### config.mk
export PLATFORM = sky130hd
export DESIGN_NAME = infix_expression_evaluator
export DESIGN_NICKNAME = d
export VERILOG_FILES = /design/src/hw/rtl/iee_pkg.sv /design/src/hw/rtl/iee_op_stack.sv /design/src/hw/rtl/iee_val_stack.sv /design/src/hw/rtl/infix_expression_evaluator.sv
export SDC_FILE = /design/constraint.sdc
export NUM_CORES = 2
export LEC_CHECK = 0
export ABC_AREA = 1
export BUFFER_PORTS_ARGS = -buffer_cell sky130_fd_sc_hd__buf_2
export CORE_UTILIZATION = 60
export CTS_BUF_LIST = sky130_fd_sc_hd__clkbuf_8
export CTS_CLUSTER_DIAMETER = 50
export DETAILED_ROUTE_END_ITERATION = 16
export HOLD_SLACK_MARGIN = 0.03
export PLACE_DENSITY = 0.8
export SLEW_MARGIN = 30
export SYNTH_ARGS = -nofsm -noshare
export SYNTH_HDL_FRONTEND = slang
export SYNTH_HIERARCHICAL = 1
export SYNTH_SLANG_ARGS = --single-unit
### constraint.sdc
create_clock -name clk -period 12.1 [get_ports clk]
set_clock_uncertainty 0.05 [all_clocks]
set_input_delay 1.21 -clock clk [delete_from_list [all_inputs] [get_ports clk]]
set_output_delay 1.21 -clock clk [all_outputs]
set_load 0.05 [all_outputs]
### src/hw/rtl/iee_pkg.sv
`default_nettype none

package iee_pkg;

	// token kinds on the mode field
	localparam logic [2:0] MODE_NUM     = 3'd0;
	localparam logic [2:0] MODE_ADD     = 3'd1;
	localparam logic [2:0] MODE_SUB     = 3'd2;
	localparam logic [2:0] MODE_MUL     = 3'd3;
	localparam logic [2:0] MODE_OPEN    = 3'd4;
	localparam logic [2:0] MODE_CLOSE   = 3'd5;

	// operator stack entry codes
	localparam logic [1:0] OP_ADD  = 2'd0;
	localparam logic [1:0] OP_SUB  = 2'd1;
	localparam logic [1:0] OP_MUL  = 2'd2;
	localparam logic [1:0] OP_OPEN = 2'd3;

	// result status codes, lower nonzero code wins
	localparam logic [2:0] ST_OK        = 3'd0;
	localparam logic [2:0] ST_INVALID   = 3'd1;
	localparam logic [2:0] ST_PAREN     = 3'd2;
	localparam logic [2:0] ST_MALFORMED = 3'd3;
	localparam logic [2:0] ST_OVERFLOW  = 3'd4;

	// operator stack request
	typedef struct packed {
		logic       push;
		logic [1:0] data;
		logic       rd;
	} op_cmd_t;

	// value stack request
	typedef struct packed {
		logic        push;
		logic [31:0] data;
		logic        rd;
		logic        apply;
		logic [1:0]  op;
	} val_cmd_t;

	// keep the error of highest priority
	function automatic logic [2:0] merge_err(input logic [2:0] cur, input logic [2:0] code);
		merge_err = ((cur == ST_OK) || (code < cur)) ? code : cur;
	endfunction

	// precedence: multiply binds tighter than add and subtract
	function automatic logic prec(input logic [1:0] op);
		prec = op[1];
	endfunction

endpackage

`default_nettype wire

### src/hw/rtl/iee_op_stack.sv
`default_nettype none

module iee_op_stack import iee_pkg::*; #(
	parameter  int STACK_DEPTH = 16,
	localparam int AW = $clog2(STACK_DEPTH)
) (
	input  wire logic          clk,
	input  wire op_cmd_t       cmd,
	input  wire logic [AW-1:0] wr_addr,
	input  wire logic [AW-1:0] rd_addr,
	output logic [1:0]         rdata
);

	logic [1:0] mem [STACK_DEPTH];
	logic [1:0] rdata_q;

	// single write port, registered read port
	always_ff @(posedge clk) begin
		if (cmd.push) begin
			mem[wr_addr] <= cmd.data;
		end
		if (cmd.rd) begin
			rdata_q <= mem[rd_addr];
		end
	end

	assign rdata = rdata_q;

endmodule

`default_nettype wire

### src/hw/rtl/iee_val_stack.sv
`default_nettype none

module iee_val_stack import iee_pkg::*; #(
	parameter  int STACK_DEPTH = 16,
	localparam int AW = $clog2(STACK_DEPTH)
) (
	input  wire logic          clk,
	input  wire val_cmd_t      cmd,
	input  wire logic [AW-1:0] wr_addr,
	input  wire logic [AW-1:0] rd_addr,
	output logic [31:0]        top
);

	logic [31:0] mem [STACK_DEPTH];
	logic [31:0] rdata_q;   // second value from the top
	logic [31:0] top_q;     // copy of the top entry
	logic [31:0] prod;
	logic [31:0] res;

	// low word of the product, wraps at 32 bits
	assign prod = rdata_q * top_q;

	always_comb begin
		unique case (cmd.op)
			OP_ADD:  res = rdata_q + top_q;
			OP_SUB:  res = rdata_q - top_q;
			default: res = prod;
		endcase
	end

	// push or write back the reduced value; top copy follows the memory
	always_ff @(posedge clk) begin
		if (cmd.push) begin
			mem[wr_addr] <= cmd.data;
			top_q        <= cmd.data;
		end else if (cmd.apply) begin
			mem[wr_addr] <= res;
			top_q        <= res;
		end
		if (cmd.rd) begin
			rdata_q <= mem[rd_addr];
		end
	end

	assign top = top_q;

endmodule

`default_nettype wire

### src/hw/rtl/infix_expression_evaluator.sv
// Infix integer expression evaluator. Tokens arrive one item at a time on the
// token channel (number, +, -, *, parentheses, invalid); operators are reduced
// by precedence, left-associative, with 32-bit wrapping arithmetic, and the
// token marked final yields one result item with answer and status (answer is
// zero on any error). Both stacks live in synchronous memories with one write
// port and one registered read port, and a sequencer serialises every access,
// so no read ever meets a write to the same entry. A number, open, invalid
// token, or an operator or close meeting an empty operator stack is handled in
// the dispatch state alone; an operator or close that must look at the stack
// first reads the top operator, and each operator popped is applied by reading
// it, reading the second value and writing back, while one that lacks operands
// is discarded. The open that ends a close finishes the token. The final token
// then applies or discards every remaining operator (an open left behind
// counts as discarded) before the result is formed, and holds while an earlier
// result item is still stalled.
// The token channel stalls while a token is in work; a finished result waits
// in its own register while the next token is taken.
`default_nettype none

module infix_expression_evaluator import iee_pkg::*; #(
	parameter int STACK_DEPTH = 16
) (
	input  wire logic               clk,
	input  wire logic               arst_n,
	input  wire logic               token_valid,
	output logic                    token_stall,
	input  wire logic        [2:0]  mode,
	input  wire logic signed [31:0] operand,
	input  wire logic               final_token,
	output logic                    result_valid,
	input  wire logic               result_stall,
	output logic signed [31:0]      answer,
	output logic        [2:0]       status
);

	localparam int AW = $clog2(STACK_DEPTH);
	localparam int CW = $clog2(STACK_DEPTH + 1);

	// sequencer states
	localparam logic [2:0] S_IDLE  = 3'd0;
	localparam logic [2:0] S_DISP  = 3'd1;
	localparam logic [2:0] S_LOOP  = 3'd2;
	localparam logic [2:0] S_OTEST = 3'd3;
	localparam logic [2:0] S_APPLY = 3'd4;
	localparam logic [2:0] S_FIN   = 3'd5;

	// what the pop loop is doing
	localparam logic [1:0] PH_OP    = 2'd0;
	localparam logic [1:0] PH_CLOSE = 2'd1;
	localparam logic [1:0] PH_DRAIN = 2'd2;

	logic [2:0]    state_q, state_d;
	logic [1:0]    phase_q, phase_d;
	logic [CW-1:0] ocnt_q, ocnt_d;
	logic [CW-1:0] vcnt_q, vcnt_d;
	logic [2:0]    err_q, err_d;
	logic          rvalid_q, rvalid_d;

	logic [2:0]    mode_q;
	logic [31:0]   operand_q;
	logic          final_q;
	logic [1:0]    apply_op_q, apply_op_d;
	logic [31:0]   ans_q, ans_d;
	logic [2:0]    stat_q, stat_d;
	logic          load_res;

	op_cmd_t       ocmd;
	val_cmd_t      vcmd;
	logic [AW-1:0] o_waddr, o_raddr, v_waddr, v_raddr;
	logic [1:0]    o_rdata;
	logic [31:0]   v_top;

	logic          accept;
	logic [CW-1:0] ocnt_m1, vcnt_m2;
	logic [1:0]    tok_op;
	logic          is_op;

	assign accept  = token_valid && !token_stall;
	assign ocnt_m1 = ocnt_q - CW'(1);
	assign vcnt_m2 = vcnt_q - CW'(2);
	assign tok_op  = 2'(mode_q - MODE_ADD);
	assign is_op   = (mode_q == MODE_ADD) || (mode_q == MODE_SUB) || (mode_q == MODE_MUL);

	// sequencer
	always_comb begin
		logic [1:0] ph;
		logic       do_loop;
		logic       tok_done;
		logic       push_op;
		logic [1:0] push_code;
		logic [2:0] fin_err;

		state_d    = state_q;
		phase_d    = phase_q;
		ocnt_d     = ocnt_q;
		vcnt_d     = vcnt_q;
		err_d      = err_q;
		apply_op_d = apply_op_q;
		ans_d      = ans_q;
		stat_d     = stat_q;
		load_res   = 1'b0;
		rvalid_d   = rvalid_q && result_stall;
		ocmd       = '0;
		vcmd       = '0;
		vcmd.data  = operand_q;
		vcmd.op    = apply_op_q;
		o_waddr    = ocnt_q[AW-1:0];
		o_raddr    = ocnt_m1[AW-1:0];
		v_waddr    = vcnt_q[AW-1:0];
		v_raddr    = vcnt_m2[AW-1:0];
		ph         = phase_q;
		do_loop    = 1'b0;
		tok_done   = 1'b0;
		push_op    = 1'b0;
		push_code  = tok_op;
		fin_err    = err_q;

		unique case (state_q)
			S_IDLE: begin
				if (accept) begin
					state_d = S_DISP;
				end
			end
			S_DISP: begin
				if (mode_q == MODE_NUM) begin
					if (vcnt_q >= CW'(STACK_DEPTH)) begin
						err_d = merge_err(err_d, ST_OVERFLOW);
					end else begin
						vcmd.push = 1'b1;
						vcnt_d    = vcnt_q + CW'(1);
					end
					tok_done = 1'b1;
				end else if (is_op) begin
					ph      = PH_OP;
					phase_d = PH_OP;
					do_loop = 1'b1;
				end else if (mode_q == MODE_OPEN) begin
					push_op   = 1'b1;
					push_code = OP_OPEN;
					tok_done  = 1'b1;
				end else if (mode_q == MODE_CLOSE) begin
					ph      = PH_CLOSE;
					phase_d = PH_CLOSE;
					do_loop = 1'b1;
				end else begin
					err_d    = merge_err(err_d, ST_INVALID);
					tok_done = 1'b1;
				end
			end
			S_LOOP: begin
				do_loop = 1'b1;
			end
			S_OTEST: begin
				if ((phase_q == PH_OP) &&
				    ((o_rdata == OP_OPEN) || (prec(o_rdata) < prec(tok_op)))) begin
					push_op  = 1'b1;
					tok_done = 1'b1;
				end else begin
					ocnt_d = ocnt_m1;
					if (o_rdata == OP_OPEN) begin
						if (phase_q == PH_CLOSE) begin
							tok_done = 1'b1;
						end else begin
							err_d   = merge_err(err_d, ST_PAREN);
							state_d = S_LOOP;
						end
					end else if (vcnt_q < CW'(2)) begin
						err_d   = merge_err(err_d, ST_MALFORMED);
						state_d = S_LOOP;
					end else begin
						vcmd.rd    = 1'b1;
						apply_op_d = o_rdata;
						state_d    = S_APPLY;
					end
				end
			end
			S_APPLY: begin
				vcmd.apply = 1'b1;
				v_waddr    = vcnt_m2[AW-1:0];
				vcnt_d     = vcnt_q - CW'(1);
				state_d    = S_LOOP;
			end
			S_FIN: begin
				if (vcnt_q != CW'(1)) begin
					fin_err = merge_err(err_q, ST_MALFORMED);
				end
				if (!rvalid_q || !result_stall) begin
					load_res = 1'b1;
					ans_d    = (fin_err == ST_OK) ? v_top : 32'd0;
					stat_d   = fin_err;
					rvalid_d = 1'b1;
					ocnt_d   = '0;
					vcnt_d   = '0;
					err_d    = ST_OK;
					state_d  = S_IDLE;
				end
			end
			default: begin
				state_d = S_IDLE;
			end
		endcase

		// one step of the pop loop: look at the top operator or finish
		if (do_loop) begin
			if (ocnt_q != '0) begin
				ocmd.rd = 1'b1;
				state_d = S_OTEST;
			end else begin
				unique case (ph)
					PH_OP: begin
						push_op  = 1'b1;
						tok_done = 1'b1;
					end
					PH_CLOSE: begin
						err_d    = merge_err(err_d, ST_PAREN);
						tok_done = 1'b1;
					end
					default: begin
						state_d = S_FIN;
					end
				endcase
			end
		end

		// operator push, dropped when full
		if (push_op) begin
			if (ocnt_q >= CW'(STACK_DEPTH)) begin
				err_d = merge_err(err_d, ST_OVERFLOW);
			end else begin
				ocmd.push = 1'b1;
				ocmd.data = push_code;
				ocnt_d    = ocnt_q + CW'(1);
			end
		end

		// token handled: drain on the final one, else take the next
		if (tok_done) begin
			if (final_q) begin
				phase_d = PH_DRAIN;
				state_d = S_LOOP;
			end else begin
				state_d = S_IDLE;
			end
		end
	end

	// control state
	always_ff @(posedge clk or negedge arst_n) begin
		if (!arst_n) begin
			state_q  <= S_IDLE;
			phase_q  <= PH_OP;
			ocnt_q   <= '0;
			vcnt_q   <= '0;
			err_q    <= ST_OK;
			rvalid_q <= 1'b0;
		end else begin
			state_q  <= state_d;
			phase_q  <= phase_d;
			ocnt_q   <= ocnt_d;
			vcnt_q   <= vcnt_d;
			err_q    <= err_d;
			rvalid_q <= rvalid_d;
		end
	end

	// token and result payload
	always_ff @(posedge clk) begin
		if (accept) begin
			mode_q    <= mode;
			operand_q <= $unsigned(operand);
			final_q   <= final_token;
		end
		apply_op_q <= apply_op_d;
		if (load_res) begin
			ans_q  <= ans_d;
			stat_q <= stat_d;
		end
	end

	iee_op_stack #(.STACK_DEPTH(STACK_DEPTH)) u_op_stack (
		.clk     (clk),
		.cmd     (ocmd),
		.wr_addr (o_waddr),
		.rd_addr (o_raddr),
		.rdata   (o_rdata)
	);

	iee_val_stack #(.STACK_DEPTH(STACK_DEPTH)) u_val_stack (
		.clk     (clk),
		.cmd     (vcmd),
		.wr_addr (v_waddr),
		.rd_addr (v_raddr),
		.top     (v_top)
	);

	assign token_stall  = (state_q != S_IDLE);
	assign result_valid = rvalid_q;
	assign answer       = $signed(ans_q);
	assign status       = stat_q;

endmodule

`default_nettype wire

==> metrics.csv <==
metric,value,unit
drive_gt1_share,7.551,%
crit_required,12.39,ns
cap_viol_max_count,0,
port_buffers,76,
grt_max_degree,226,
slew_headroom,29.28,%
synthToLayoutAreaGrowth,7.820,%
hold_class,in -> async,
syn_nets,5616,
crit_start,u_val_stack/top[16]$_DFFE_PP_,
reg2reg_depth,23,
grt_pass1_wl,198900,um
status,"finished, final reports clean",
cts_root_buf,clkbuf_8,
cts_tree,built,
seq_area_frac_synth,43.30,%
finalHoldViolations,0,
grtUsageTotal,31.80,%
wl_per_cell,20.50,um
post_cts_resized,0,
die_x,286.2,um
ant_nets,0,
drc,0,
yosysWarnings,6,
nets,5657,
crit_chain,nand2_1 > inv_1 > fa_1 > fa_1 > inv_1 > fa_1 > fa_1 > inv_1 > fa_1 > fa_1 > fa_1 > fa_1 > ha_1 > nand2_1 > nor4_1 > nand3_1 > nand3_1 > a31o_2 > a21oi_1 > o21ai_0 > nand2_1 > nand2_1 > nand2_1,
cts_made_buffers,113,
setup_tns,0,ns
slowest_stage,edfxtp_1,
drv_slew,0,
clkTransAtPathRegs,0.06,ns
die_h,286.2,um
holdBufCountCts,0,
crit_fanout,20,
hpwl,83610,um
r2r-start,u_val_stack/top[16]$_DFFE_PP_,
crit_family,adder cells,
netlist_instances,4998,
clk-insertion-delay-late,0.81,ns
synth_area_per_cell,9.696,sq um
critPathCapture,u_val_stack/mem[12][29]$_DFFE_PP_,
r2r-end,u_val_stack/mem[12][29]$_DFFE_PP_,
cts_sinks,702,
cp-start-kind,flip-flop,
ys_ff_latch,702,
row_count,103,
synthArstFlopShare,2.707,%
synth_top_cell_by_area,edfxtp_1,
yosys-top-cells-area,"edfxtp_1 42%, fa_1 17%, inv_1 8.4%",
arrival,8.33,ns
core,79520,sq um
antenna_found_initial,4,
worst_pin_slew,1.061,ns
crit_path_frequent_cell,fa_1,
rsz0062_at_grt,no,
wirelength,126700,um
drt_iter0_drc,3739,
rrSetupSlack,4.06,ns
cts_max_level,3,
period_minus_slack,8.041,ns
first_pass_iters,6,
post_cts_buffers,0,
grt_pass1_vias,36068,
synth_area,48460,sq um
path_class,reg -> reg,
cp-end-kind,flip-flop,
die_area,81910,sq um
vias,35362,
max_freq,0.1244,GHz
grt_remaining_overflow,0,
cp.buffers_inverters,3,
ys.flop_type,edfxtp_1,
synth_top_area_share,42.32,%
ios,77,
place_congestion,1.014,
initial_utilization,60.95,%
clockBufferDepth,3,
setup-violations-final,0,
cpPeakStageDelay,1.04,ns
fin_crit_sh,66.45,%
viasPerCell,5.725,
ys_types,62,
cp.depth,23,
synth_edf_count,683,
==> flip-flops by register name, indices dropped and copies added (netlist names) <==
register and flops:
answer 32, apply_op_q 2, err_q 3, final_q 1, mode_q 3, ocnt_q 5, operand_q 32, phase_q 2
result_valid 1, state_q 3, status 3, u_op_stack/mem 32, u_op_stack/rdata 2, u_val_stack/mem 512, u_val_stack/rdata_q 32, u_val_stack/top 32
vcnt_q 5
==> logic make-up after synthesis <==
logic type | count (synthesis) | synth area share, %
simple gates | 1458 | 12.25
buf+inv | 1333 | 10.59
compound gates | 731 | 8.724
flops | 702 | 43.30
fa+ha+maj | 578 | 21.26
mux | 130 | 2.685
xor+xnor | 66 | 1.193
==> synth_stat cells, types with 7 or more instances <==
master,n
a21o_1,15
a21oi_1,226
a21oi_2,7
a31oi_1,12
buf_1,19
buf_2,47
buf_4,10
clkbuf_1,157
dfrtp_1,19
edfxtp_1,683
fa_1,409
ha_1,169
inv_1,1080
inv_2,10
mux2i_1,130
nand2_1,1015
nand2_2,7
nand3_1,167
nand3b_1,11
nand4_1,21
nor2_1,195
nor3_1,15
nor4_1,7
o211ai_1,130
o21ai_0,282
o21ai_1,12
xnor2_1,29
xor2_1,37
==> area by class of cell <==
| class | instances | area [sq um] |
|---|---|---|
| Clock buffer | 115 | 1583 |
| Sequential cell | 702 | 20990 |
| Fill cell | 6003 | 27260 |
| Multi-Input combinational cell | 2963 | 22540 |
| Antenna cell | 2 | 5.005 |
| Tap cell | 1050 | 1314 |
| Inverter | 1096 | 4123 |
| Timing Repair Buffer | 163 | 1074 |
| Clock inverter | 86 | 624.3 |
==> through the flow <==
stage	hold WS [ns]	util (%)	std cells	setup WS (ns)	area [sq um]
after CTS	0.3137	65.64	6174	4.049	52200
after detailed placement	0.4220	62.87	5973	4.103	49990
after global routing	0.3528	65.71	6176	3.687	52250
after global placement	0.4401	62.85	5972	4.104	49980
after floorplan	0.3756	-	4998	4.984	48460
final	0.3580	65.71	6177	4.059	52250
==> worst register-to-register path: stages (launching register included) <==
cell and delay [ns]:
edfxtp_1 1.04, nand2_1 0.17, inv_1 0.13, fa_1 0.44, fa_1 0.52, inv_1 0.05
fa_1 0.47, fa_1 0.53, inv_1 0.07, fa_1 0.56, fa_1 0.46, fa_1 0.52
fa_1 0.43, ha_1 0.40, nand2_1 0.12, nor4_1 0.37, nand3_1 0.12, nand3_1 0.21
a31o_2 0.20, a21oi_1 0.05, o21ai_0 0.19, nand2_1 0.17, nand2_1 0.09, nand2_1 0.29
==> how the worst min path moves through the flow <==
stage	cells past startpoint	slack (ns)	from	endpoint
final	1	0.36	arst_n	vcnt_q[0]$_DFFE_PN0P_
after global routing	1	0.35	arst_n	vcnt_q[0]$_DFFE_PN0P_
after CTS	1	0.31	arst_n	vcnt_q[0]$_DFFE_PN0P_
after detailed placement	0	0.42	u_op_stack/rdata[0]$_DFFE_PP_	apply_op_q[0]$_DFFE_PP_
after global placement	0	0.44	u_op_stack/rdata[0]$_DFFE_PP_	apply_op_q[0]$_DFFE_PP_
after floorplan	1	0.38	final_q$_DFFE_PP_	phase_q[0]$_DFF_PN0_
==> metal layers <==
layer  global-route usage, %  wire (um)  share of wire, %  up-vias
met4                   12.51       4649               3.7        2
met1                   42.01      49060                39    17194
met3                   5.000      11440               9.0      296
li1                        -          -                 -    16034
met5                       0         13             0.010        -
met2                   52.98      61490                49     1836
==> placed cells by master, fill, tap and decap left out, types with 18 or more instances in the layout <==
cell and n:
nand4_1 21, edfxtp_1 683, xnor2_1 29, nand2_1 1015
buf_2 76, o211ai_1 130, o21ai_0 282, fa_1 409
ha_1 169, nor2_4 22, inv_1 1112, clkinv_1 31
buf_4 83, xor2_1 36, clkbuf_8 115, dfrtp_1 18
a21oi_1 225, mux2i_1 130, nor2_1 174, nand3_1 166
Power is not shown: default switching activity piles up to over one toggle a cycle in this logic, so the estimate is an artifact.
